**config.mk**
```make
export PLATFORM = sky130hd
export DESIGN_NAME = time_window_energy_sum_trigger
export DESIGN_NICKNAME = d
export VERILOG_FILES = /design/src/rtl/twest_pkg.sv /design/src/rtl/twest_window.sv /design/src/rtl/time_window_energy_sum_trigger.sv
export SDC_FILE = /design/constraint.sdc
export NUM_CORES = 1
export LEC_CHECK = 0
export BUFFER_PORTS_ARGS = -buffer_cell sky130_fd_sc_hd__buf_4
export CAP_MARGIN = 40
export CELL_PAD_IN_SITES_DETAIL_PLACEMENT = 1
export CELL_PAD_IN_SITES_GLOBAL_PLACEMENT = 1
export CORE_MARGIN = 2
export CORE_UTILIZATION = 44
export CTS_CLUSTER_DIAMETER = 50
export DETAILED_ROUTE_END_ITERATION = 16
export PLACE_DENSITY = 0.8
export SYNTH_ARGS = -nofsm -noshare
export SYNTH_HDL_FRONTEND = slang
export SYNTH_SLANG_ARGS = --single-unit
```
**constraint.sdc**
```tcl
create_clock -name clk -period 6.2 [get_ports clk]
set_input_delay 0 -clock clk [delete_from_list [all_inputs] [get_ports clk]]
set_output_delay 0 -clock clk [all_outputs]
set_load 0.005 [all_outputs]
```
**src/rtl/twest_pkg.sv**
```systemverilog
`timescale 1ns / 1ps

package twest_pkg;

  localparam int TIME_W      = 32;
  localparam int ENERGY_W    = 32;
  localparam int MIN_E_W     = 33;
  localparam int SUM_W       = 48;
  localparam int USE_W       = 2;
  localparam int CFG_IDX_W   = 3;
  localparam int CFG_DATA_W  = 48;
  localparam int MAX_WINDOWS = 2;
  localparam int WIN_IDX_W   = 1;

  localparam int NUM_WINDOWS_DEFAULT = 2;

  // Configuration register indexes.
  typedef enum logic [CFG_IDX_W-1:0] {
    REG_WIN0_START = 3'd0,
    REG_WIN0_END   = 3'd1,
    REG_WIN1_START = 3'd2,
    REG_WIN1_END   = 3'd3,
    REG_WIN_USE    = 3'd4,
    REG_MIN_PHOTON = 3'd5,
    REG_MIN_TOTAL  = 3'd6
  } twest_reg_t;

  // What one window does with the current hit.
  typedef struct packed {
    logic             pass;
    logic [SUM_W-1:0] sum_next;
  } twest_win_res_t;

endpackage

```
**src/rtl/twest_window.sv**
```systemverilog
`timescale 1ns / 1ps

module twest_window (
  input  logic signed [twest_pkg::TIME_W-1:0]   win_start,
  input  logic signed [twest_pkg::TIME_W-1:0]   win_end,
  input  logic                                  enable,
  input  logic                                  hit_ok,
  input  logic signed [twest_pkg::TIME_W-1:0]   photon_time,
  input  logic        [twest_pkg::ENERGY_W-1:0] photon_energy,
  input  logic        [twest_pkg::SUM_W-1:0]    sum,
  input  logic        [twest_pkg::SUM_W-1:0]    min_total,
  output twest_pkg::twest_win_res_t             res
);
  import twest_pkg::*;

  logic             in_win;
  logic             add_en;
  logic [SUM_W:0]   sum_wide;
  logic [SUM_W-1:0] sum_sat;

  // Saturating add of the hit energy to the window sum.
  assign in_win   = (photon_time >= win_start) && (photon_time <= win_end);
  assign add_en   = enable && hit_ok && in_win;
  assign sum_wide = {1'b0, sum} + {{(SUM_W + 1 - ENERGY_W){1'b0}}, photon_energy};
  assign sum_sat  = sum_wide[SUM_W] ? {SUM_W{1'b1}} : sum_wide[SUM_W-1:0];

  always_comb begin
    res.sum_next = add_en ? sum_sat : sum;
    res.pass     = add_en && (sum_sat > min_total);
  end

endmodule

```
**src/rtl/time_window_energy_sum_trigger.sv**
```systemverilog
`timescale 1ns / 1ps
// A closing item's result goes from the input register into the output register.
// Throughput: one item per cycle save stalls; window compare and accumulate are combinational.
// A closing item stalls only while the previous result is still waiting at the output.
// Reset clears the pipeline, the window sums, the pass flag and index, and sets every
// configuration register to its reset value (all zero, minimum photon energy minus one).
module time_window_energy_sum_trigger #(
  parameter int NUM_WINDOWS = twest_pkg::NUM_WINDOWS_DEFAULT
) (
  input  logic                                    clk,
  input  logic                                    rst,
  // Hit requests.
  input  logic                                    in_valid,
  output logic                                    in_ready,
  input  logic                                    holds_photon,
  input  logic signed [twest_pkg::TIME_W-1:0]     photon_time,
  input  logic        [twest_pkg::ENERGY_W-1:0]   photon_energy,
  input  logic                                    last_of_event,
  // Trigger decisions.
  output logic                                    out_valid,
  input  logic                                    out_ready,
  output logic                                    event_pass,
  output logic        [twest_pkg::WIN_IDX_W-1:0]  passing_window,
  // Configuration writes.
  input  logic                                    cfg_valid,
  output logic                                    cfg_ready,
  input  logic        [twest_pkg::CFG_IDX_W-1:0]  cfg_index,
  input  logic        [twest_pkg::CFG_DATA_W-1:0] cfg_data
);
  import twest_pkg::*;

  // Configuration registers. Writes are always taken; the host must write only while
  // the block is idle, so no item sees a half-updated setup. The block does not enforce it.
  logic signed [TIME_W-1:0]  win_start [MAX_WINDOWS];
  logic signed [TIME_W-1:0]  win_end   [MAX_WINDOWS];
  logic        [USE_W-1:0]   win_use;
  logic signed [MIN_E_W-1:0] min_photon;
  logic        [SUM_W-1:0]   min_total;

  // Input register: the request that is being worked on this cycle.
  logic                      item_valid;
  logic                      item_hold;
  logic signed [TIME_W-1:0]  item_time;
  logic        [ENERGY_W-1:0] item_energy;
  logic                      item_last;

  // Event state.
  logic [SUM_W-1:0]     sums [NUM_WINDOWS];
  logic                 passed_flag;
  logic [WIN_IDX_W-1:0] first_idx;

  logic                 hit_ok;
  logic                 advance;
  logic                 passed_next;
  logic [WIN_IDX_W-1:0] first_idx_next;
  twest_win_res_t       win_res [NUM_WINDOWS];

  assign cfg_ready = 1'b1;

  always_ff @(posedge clk) begin
    if (rst) begin
      for (int i = 0; i < MAX_WINDOWS; i++) begin
        win_start[i] <= '0;
        win_end[i]   <= '0;
      end
      win_use    <= '0;
      min_photon <= '1;
      min_total  <= '0;
    end else if (cfg_valid && cfg_ready) begin
      unique case (cfg_index)
        REG_WIN0_START: win_start[0] <= cfg_data[TIME_W-1:0];
        REG_WIN0_END:   win_end[0]   <= cfg_data[TIME_W-1:0];
        REG_WIN1_START: win_start[1] <= cfg_data[TIME_W-1:0];
        REG_WIN1_END:   win_end[1]   <= cfg_data[TIME_W-1:0];
        REG_WIN_USE:    win_use      <= cfg_data[USE_W-1:0];
        REG_MIN_PHOTON: min_photon   <= cfg_data[MIN_E_W-1:0];
        REG_MIN_TOTAL:  min_total    <= cfg_data[SUM_W-1:0];
        default: ;
      endcase
    end
  end

  // The item in the input register moves on unless it closes an event and
  // the previous decision has not yet been taken. Non-closing hits keep
  // flowing while a decision waits at the output.
  assign advance  = !item_last || !out_valid || out_ready;
  assign in_ready = !item_valid || advance;

  always_ff @(posedge clk) begin
    if (rst) begin
      item_valid <= 1'b0;
    end else if (in_ready) begin
      item_valid <= in_valid;
    end
  end

  always_ff @(posedge clk) begin
    if (in_valid && in_ready) begin
      item_hold   <= holds_photon;
      item_time   <= photon_time;
      item_energy <= photon_energy;
      item_last   <= last_of_event;
    end
  end

  // The energy cut compares the unsigned energy against a signed threshold,
  // so a threshold of minus one lets every hit through.
  assign hit_ok = item_hold && ($signed({1'b0, item_energy}) > min_photon);

  // One compare-and-accumulate slice per window. Windows beyond the number
  // in use are disabled; a count above NUM_WINDOWS enables all of them.
  for (genvar g = 0; g < NUM_WINDOWS; g++) begin : g_win
    twest_window u_window (
      .win_start     (win_start[g]),
      .win_end       (win_end[g]),
      .enable        (win_use > USE_W'(g)),
      .hit_ok        (hit_ok),
      .photon_time   (item_time),
      .photon_energy (item_energy),
      .sum           (sums[g]),
      .min_total     (min_total),
      .res           (win_res[g])
    );
  end

  // Only the first window to pass in an event is latched; the lower index
  // wins when two windows pass on the same hit.
  always_comb begin
    passed_next    = passed_flag;
    first_idx_next = first_idx;
    for (int i = 0; i < NUM_WINDOWS; i++) begin
      if (!passed_next && win_res[i].pass) begin
        passed_next    = 1'b1;
        first_idx_next = WIN_IDX_W'(i);
      end
    end
  end

  // Event state: a closing item reports and then clears everything, the hit
  // it carries already counted in the decision.
  always_ff @(posedge clk) begin
    if (rst) begin
      for (int i = 0; i < NUM_WINDOWS; i++) begin
        sums[i] <= '0;
      end
      passed_flag <= 1'b0;
      first_idx   <= '0;
    end else if (item_valid && advance) begin
      if (item_last) begin
        for (int i = 0; i < NUM_WINDOWS; i++) begin
          sums[i] <= '0;
        end
        passed_flag <= 1'b0;
        first_idx   <= '0;
      end else begin
        for (int i = 0; i < NUM_WINDOWS; i++) begin
          sums[i] <= win_res[i].sum_next;
        end
        passed_flag <= passed_next;
        first_idx   <= first_idx_next;
      end
    end
  end

  // Output register holding one decision.
  always_ff @(posedge clk) begin
    if (rst) begin
      out_valid <= 1'b0;
    end else if (item_valid && advance && item_last) begin
      out_valid <= 1'b1;
    end else if (out_ready) begin
      out_valid <= 1'b0;
    end
  end

  always_ff @(posedge clk) begin
    if (item_valid && advance && item_last) begin
      event_pass     <= passed_next;
      passing_window <= passed_next ? first_idx_next : '0;
    end
  end

  // A closed event leaves no pass flag behind.
  a_clear_after_close: assert property (@(posedge clk) disable iff (rst)
    (item_valid && advance && item_last) |=> !passed_flag)
    else $error("pass flag survived the end of an event");

  // The latched index is zero whenever no window has passed.
  a_idx_zero: assert property (@(posedge clk) disable iff (rst)
    !passed_flag |-> (first_idx == '0))
    else $error("first pass index set without a pass");

  // A failed event always reports window zero.
  a_fail_idx: assert property (@(posedge clk) disable iff (rst)
    (out_valid && !event_pass) |-> (passing_window == '0))
    else $error("failed event reports a nonzero window");

  // The pass flag only comes up from a hit being worked on.
  a_rise_from_hit: assert property (@(posedge clk) disable iff (rst)
    $rose(passed_flag) |-> $past(item_valid && item_hold && !item_last))
    else $error("pass flag set without a hit");

  // An empty input register always takes a new request.
  a_ready_when_empty: assert property (@(posedge clk) disable iff (rst)
    !item_valid |-> in_ready)
    else $error("input stalled while empty");

endmodule
```
==> After elaboration in Yosys (flattened, before gate mapping) <==
Memories as Yosys holds them, arrays and structs flattened.
Cells that the tools add are included.
{ "totals": {"reg_bits": 155, "n_memories": 3, "ramBits": 224} }
{ "op_classes": {"order_cmp": 9, "n_addsub": 2, "eq_ne": 6, "n_mux": 46, "reduce_logical": 27, "bitwise": 8} }
{ "memory_table": {"columns": ["name", "words", "width", "rd", "rd_clocked_by_memory_dff", "write_ports", "line", "text"], "rows": [
  ["sums", 2, 48, 2, 0, 2, "time_window_energy_sum_trigger.sv:48", "logic [SUM_W-1:0] sums [NUM_WINDOWS];"],
  ["win_end", 2, 32, 2, 0, 2, "time_window_energy_sum_trigger.sv:35", "logic signed [TIME_W-1:0] win_end [MAX_WINDOWS];"],
  ["win_start", 2, 32, 2, 0, 2, "time_window_energy_sum_trigger.sv:34", "logic signed [TIME_W-1:0] win_start [MAX_WINDOWS];"]
]} }
{ "ops": {"columns": ["operator", "count"], "rows": [
  ["$mux 48", 8],
  ["$mux 32", 4],
  ["$add 48x32->49", 2],
  ["$gt 48x48->1", 2],
  ["$ge 32x32->1", 2],
  ["$le 32x32->1", 2],
  ["$mux 1", 34],
  ["$gt 33x33->1", 1],
  ["$logic_and 1x1->1", 14],
  ["$eq 3x3->1 const B", 3],
  ["$or 1x1->1", 8],
  ["$eq 3x2->1 const B", 2],
  ["$reduce_and 2->1", 3],
  ["$logic_not 1->1", 5],
  ["$gt 2x1->1 const B", 2],
  ["$eq 3x1->1 const B", 1],
  ["$logic_not 3->1", 1],
  ["$logic_or 1x1->1", 3],
  ["$reduce_bool 2->1", 1]
]} }

==> Longest topological paths before layout <==
{ "logic_depth": {"word_depth": 11, "mapped_depth": 22} }

==> Cells and area by module <==
Synthesis repeated with hierarchy kept, for this count alone.
{ "hier_totals": {"cells_unflattened": 2714, "area_unflattened_um2": 25369.3} }
{ "by_module_without_submodules": {"columns": ["mod", "area_per_inst_um2", "seq_area_each_um2", "n_inst", "cells_each"], "rows": [
  ["time_window_energy_sum_trigger", 13873.3, 10510.1, 1, 983],
  ["twest_window at g_win[1].u_window", 5755.5, 0.0, 1, 874],
  ["twest_window at g_win[0].u_window", 5740.5, 0.0, 1, 857]
]} }

==> Worst setup path before layout <==
Ideal clock, no wire load.
{ "synth_path": {"kind": "register -> register", "from": "reg item_energy[24] (netlist name)", "to": "mem sums[1][0] (netlist: sums[0][48]) (enable)", "setup_time_ps": 526, "setup_slack_ps": 159, "period_less_slack_ps": 6041, "t_arrival_ps": 5516, "stages_incl_launch_ff": 9, "path_buffers": 0, "path_cell_list": "edfxtp_1 > ha_1 > nand2_1 > nor4_1 > o311ai_0 > a211oi_1 > o221ai_1 > o21bai_1 > o31ai_1"} }
{ "synth_lines": {"columns": ["element", "line"], "rows": [
  ["end, declared", "time_window_energy_sum_trigger.sv:48"]
]} }

==> Worst setup path in the final report <==
{ "layout_path": {"from": "reg item_energy[0]", "to": "reg event_pass, data pin"} }
{ "layout_between": {"elab_chain_len": 10, "elab_cells_between_ends": 19, "cone_classes": "2 x add/sub; 3 x order compare; 4 x mux; 10 x reduce/logical"} }
{ "layout_lines": {"columns": ["element", "line", "text"], "rows": [
  ["start, declared", "time_window_energy_sum_trigger.sv:44", "logic [ENERGY_W-1:0] item_energy;"],
  ["start signal, assigned", "time_window_energy_sum_trigger.sv:101", "item_energy <= photon_energy;"],
  ["branches (longest 9 deep; another with $add 48x32->49)", null, null],
  ["$mux 1 (*)", "time_window_energy_sum_trigger.sv:132", "if (!passed_next && win_res[i].pass) begin"],
  ["net passed_next", "time_window_energy_sum_trigger.sv:54", "logic passed_next;"],
  ["end signal, assigned", "time_window_energy_sum_trigger.sv:178", "event_pass <= passed_next;"],
  ["end, declared", "time_window_energy_sum_trigger.sv:22", "output logic event_pass,"]
]} }
Mark *: on every way through the listed nets, which the timed path passes.
A chain may end at the register's enable or synchronous reset.

==> run metrics <==
post-synthesis sequential area ratio=44.2%; IO Pins=127; Global Route met1 Usage=33.8%; skew final=0.0466 ns; Ys Warns=0; Die Span Y=236 um; Placer Congestion=0.937; Main synth FF type=edfxtp_1; RSZ-0062 raised after global routing=false; synthesized area=23800 um2; CTS Root Cell=clkbuf_16; CP max FO=31; GRT Util Overall=29.0%; syn_nets=2884; setup repair bufs after CTS=0; wire per inst=23.9 um; share of cells above drive strength 1=10.1%; Arr. time, crit path=6.24 ns; Rows=85; DIE AREA=55900 um2; top cells by area, synth=edfxtp_1 37%, ha_1 17%, dfxtp_1 7.3%; status=complete, no violations; core area=53600 um2; CTS tree=done; Final Hold Viols=0; top cells by count, synth=323 x nand2_1, 320 x ha_1, 296 x a21oi_1; HP Class=in2reg; Post-synth EDFFs=292; Synth top area share=36.9%; leading area contributor after synthesis=edfxtp_1; fraction of the cycle the final worst path needs=95.7%; Critical Path RT=6.51 ns; Async S/R FF share, synth=0%; startpoint types=flip-flop; via/cell ratio=5.95; Max VDD drop=0.000214 V; CTS Buf Count=54; minimum clock period=5.93 ns; P_leak=12.3 nW; first-pass GRT wire length=127000 um; Max-Cap Viols=0; drt initial violations=1379; Design Power=0.00770 W; grt ovf=0; Worst-Skew Late Latency=0.63 ns; worst-margin pin slew=1.03 ns; PD cells=267 nW/um2; GR Util met2=52.9%; clock sink total=379; fmax=0.169 GHz; Final Max Tran Viols=0; clock-pin slew of the registers on the worst-case setup and hold paths=0.06 ns; WL final=82400 um; GR Layer Usage met3=4.15%; crit path kind=reg2reg; Yosys cell types=76; PortBufs=125; vias in the first global route=22100; Worst setup EP type=flip-flop; Worst slew margin=30.5%; Post-route DRC=0; Layout area overhead=21.6%; most frequent cell after synthesis=nand2_1; syn avg cell area=9.74 um2; Max clock buf depth=3; synthesized flop and latch total=379; Detailed Place HPWL=57400 um; largest net degree at the start of global routing=65; Mapped Cells=2440; die width=236 um; Initial Util=44.3%; # setup viols final=0; H-tree levels=2; setup TNS=0 ns; GRT busiest layer=met2; antenna violations before repair=4; Pre-Repair DR Iteration Count=5; post-route ant nets=0; Layout Nets=3150; vias=20500
stage by stage:
step	utilization, %	std cells	cell area [um2]	hold WS [ns]	setup WS [ns]
2_1_floorplan	-	2440	23800	0.0989	0.159
3_3_place_gp	47.7	3205	25600	0.178	0.442
3_5_place_dp	47.8	3209	25600	0.179	0.241
4_1_cts	53.8	3447	28900	0.0658	0.222
5_1_grt	53.9	3449	28900	0.0895	0.0108
6_report	53.9	3450	28900	0.0946	0.268
placed cells by master (no fill, tap or decap), types with 10 or more instances in the layout:
master,netlist,routed
nand2_1,323,323
ha_1,320,320
a21oi_1,296,295
edfxtp_1,292,292
inv_1,233,233
buf_4,1,149
dlygate4sd3_1,0,136
dfxtp_1,87,87
nor2_1,82,81
o21ai_0,79,76
nand4_1,71,71
and2_1,70,70
clkbuf_16,0,59
o211ai_1,53,53
a21o_1,50,50
nand3_1,45,44
xnor2_1,35,35
xor2_1,34,34
a211oi_1,25,25
nor2b_1,23,23
nor3_1,23,22
nor4_1,17,16
o21a_1,15,15
and3_1,16,15
nor3b_1,15,15
nand2b_1,16,15
and4_1,10,10
power breakdown:
part / switching [W] / total, W / internal [W]
registers: 0.0000943 / 0.00298 / 0.00288
logic: 0.000905 / 0.00151 / 0.000601
clock network: 0.00130 / 0.00322 / 0.00192
sequential cells by signal, summed over array words and instances (netlist names):
name,count
win_use,2
passed_flag,1
item_energy,32
min_total,48
item_time,32
win_start,64
item_valid,1
min_photon,33
item_hold,1
sums,96
first_idx,1
event_pass,1
item_last,1
win_end,64
passing_window,1
out_valid,1
path summary, 6_finish.rpt:
kind                                                 from                   endpoint  slack [ns]  cells after the start
worst max register to register   item_energy[0]$_DFFE_PP_       event_pass$_DFFE_PP_        0.27                     21
worst max-delay path             item_energy[0]$_DFFE_PP_       event_pass$_DFFE_PP_        0.27                     21
worst min-delay path                       photon_time[9]     item_time[9]$_DFFE_PP_        0.09                      2
worst min register to register  min_total[1]$_SDFFE_PP0P_  min_total[1]$_SDFFE_PP0P_        0.46                      2
layout make-up:
cell class	count	area (um2)
clock buffers	71	1550
fillers	5919	24700
repair buffers	293	2610
inverters	233	875
multi-input cells	1745	12200
diodes	2	5.00
well taps	696	871
clock inverters	31	323
flip-flops and latches	379	10500
routing by layer:
| layer | up-vias | wire length, um |
|---|---|---|
| li1 | 9397 | - |
| met1 | 10200 | 32600 |
| met2 | 720 | 41500 |
| met3 | 243 | 4480 |
| met4 | 4 | 3810 |
| met5 | - | 21 |
worst max-delay path: stages, from the launching register on:
cell and delay (ns):
edfxtp_1 0.44, ha_1 0.31, fa_1 0.46, a211oi_1 0.30, o21a_1 0.25, nor4bb_1 0.10
nand4bb_1 0.42, nand4_1 0.32, nand2_1 0.25, nand4_1 0.24, buf_12 0.21, nand2_1 0.08
ha_1 0.35, nand4_1 0.16, nor4_2 0.41, buf_4 0.20, nand4_1 0.14, nor3b_1 0.20
a22o_1 0.18, a31oi_1 0.27, or3_1 0.18, o211ai_1 0.12
logic make-up (layout without fill, tap and decap cells):
logic type	count (synthesis)	in the layout	synth area share, %
xor+xnor	69	69	2.54
mux	9	9	0.411
fa+ha+maj	322	322	17.0
flops	379	379	44.2
other cells	1	3	0.0158
simple gates	735	735	15.1
compound gates	609	609	15.6
buf+inv	316	628	5.04
repair_timing:
item,4_1_cts,5_1_grt
resized for setup,0,4
setup endpoints to repair,0,4
hold buffers,136,0
endpoints found under the hold margin,303,0
(Power assumes the default switching activity.)
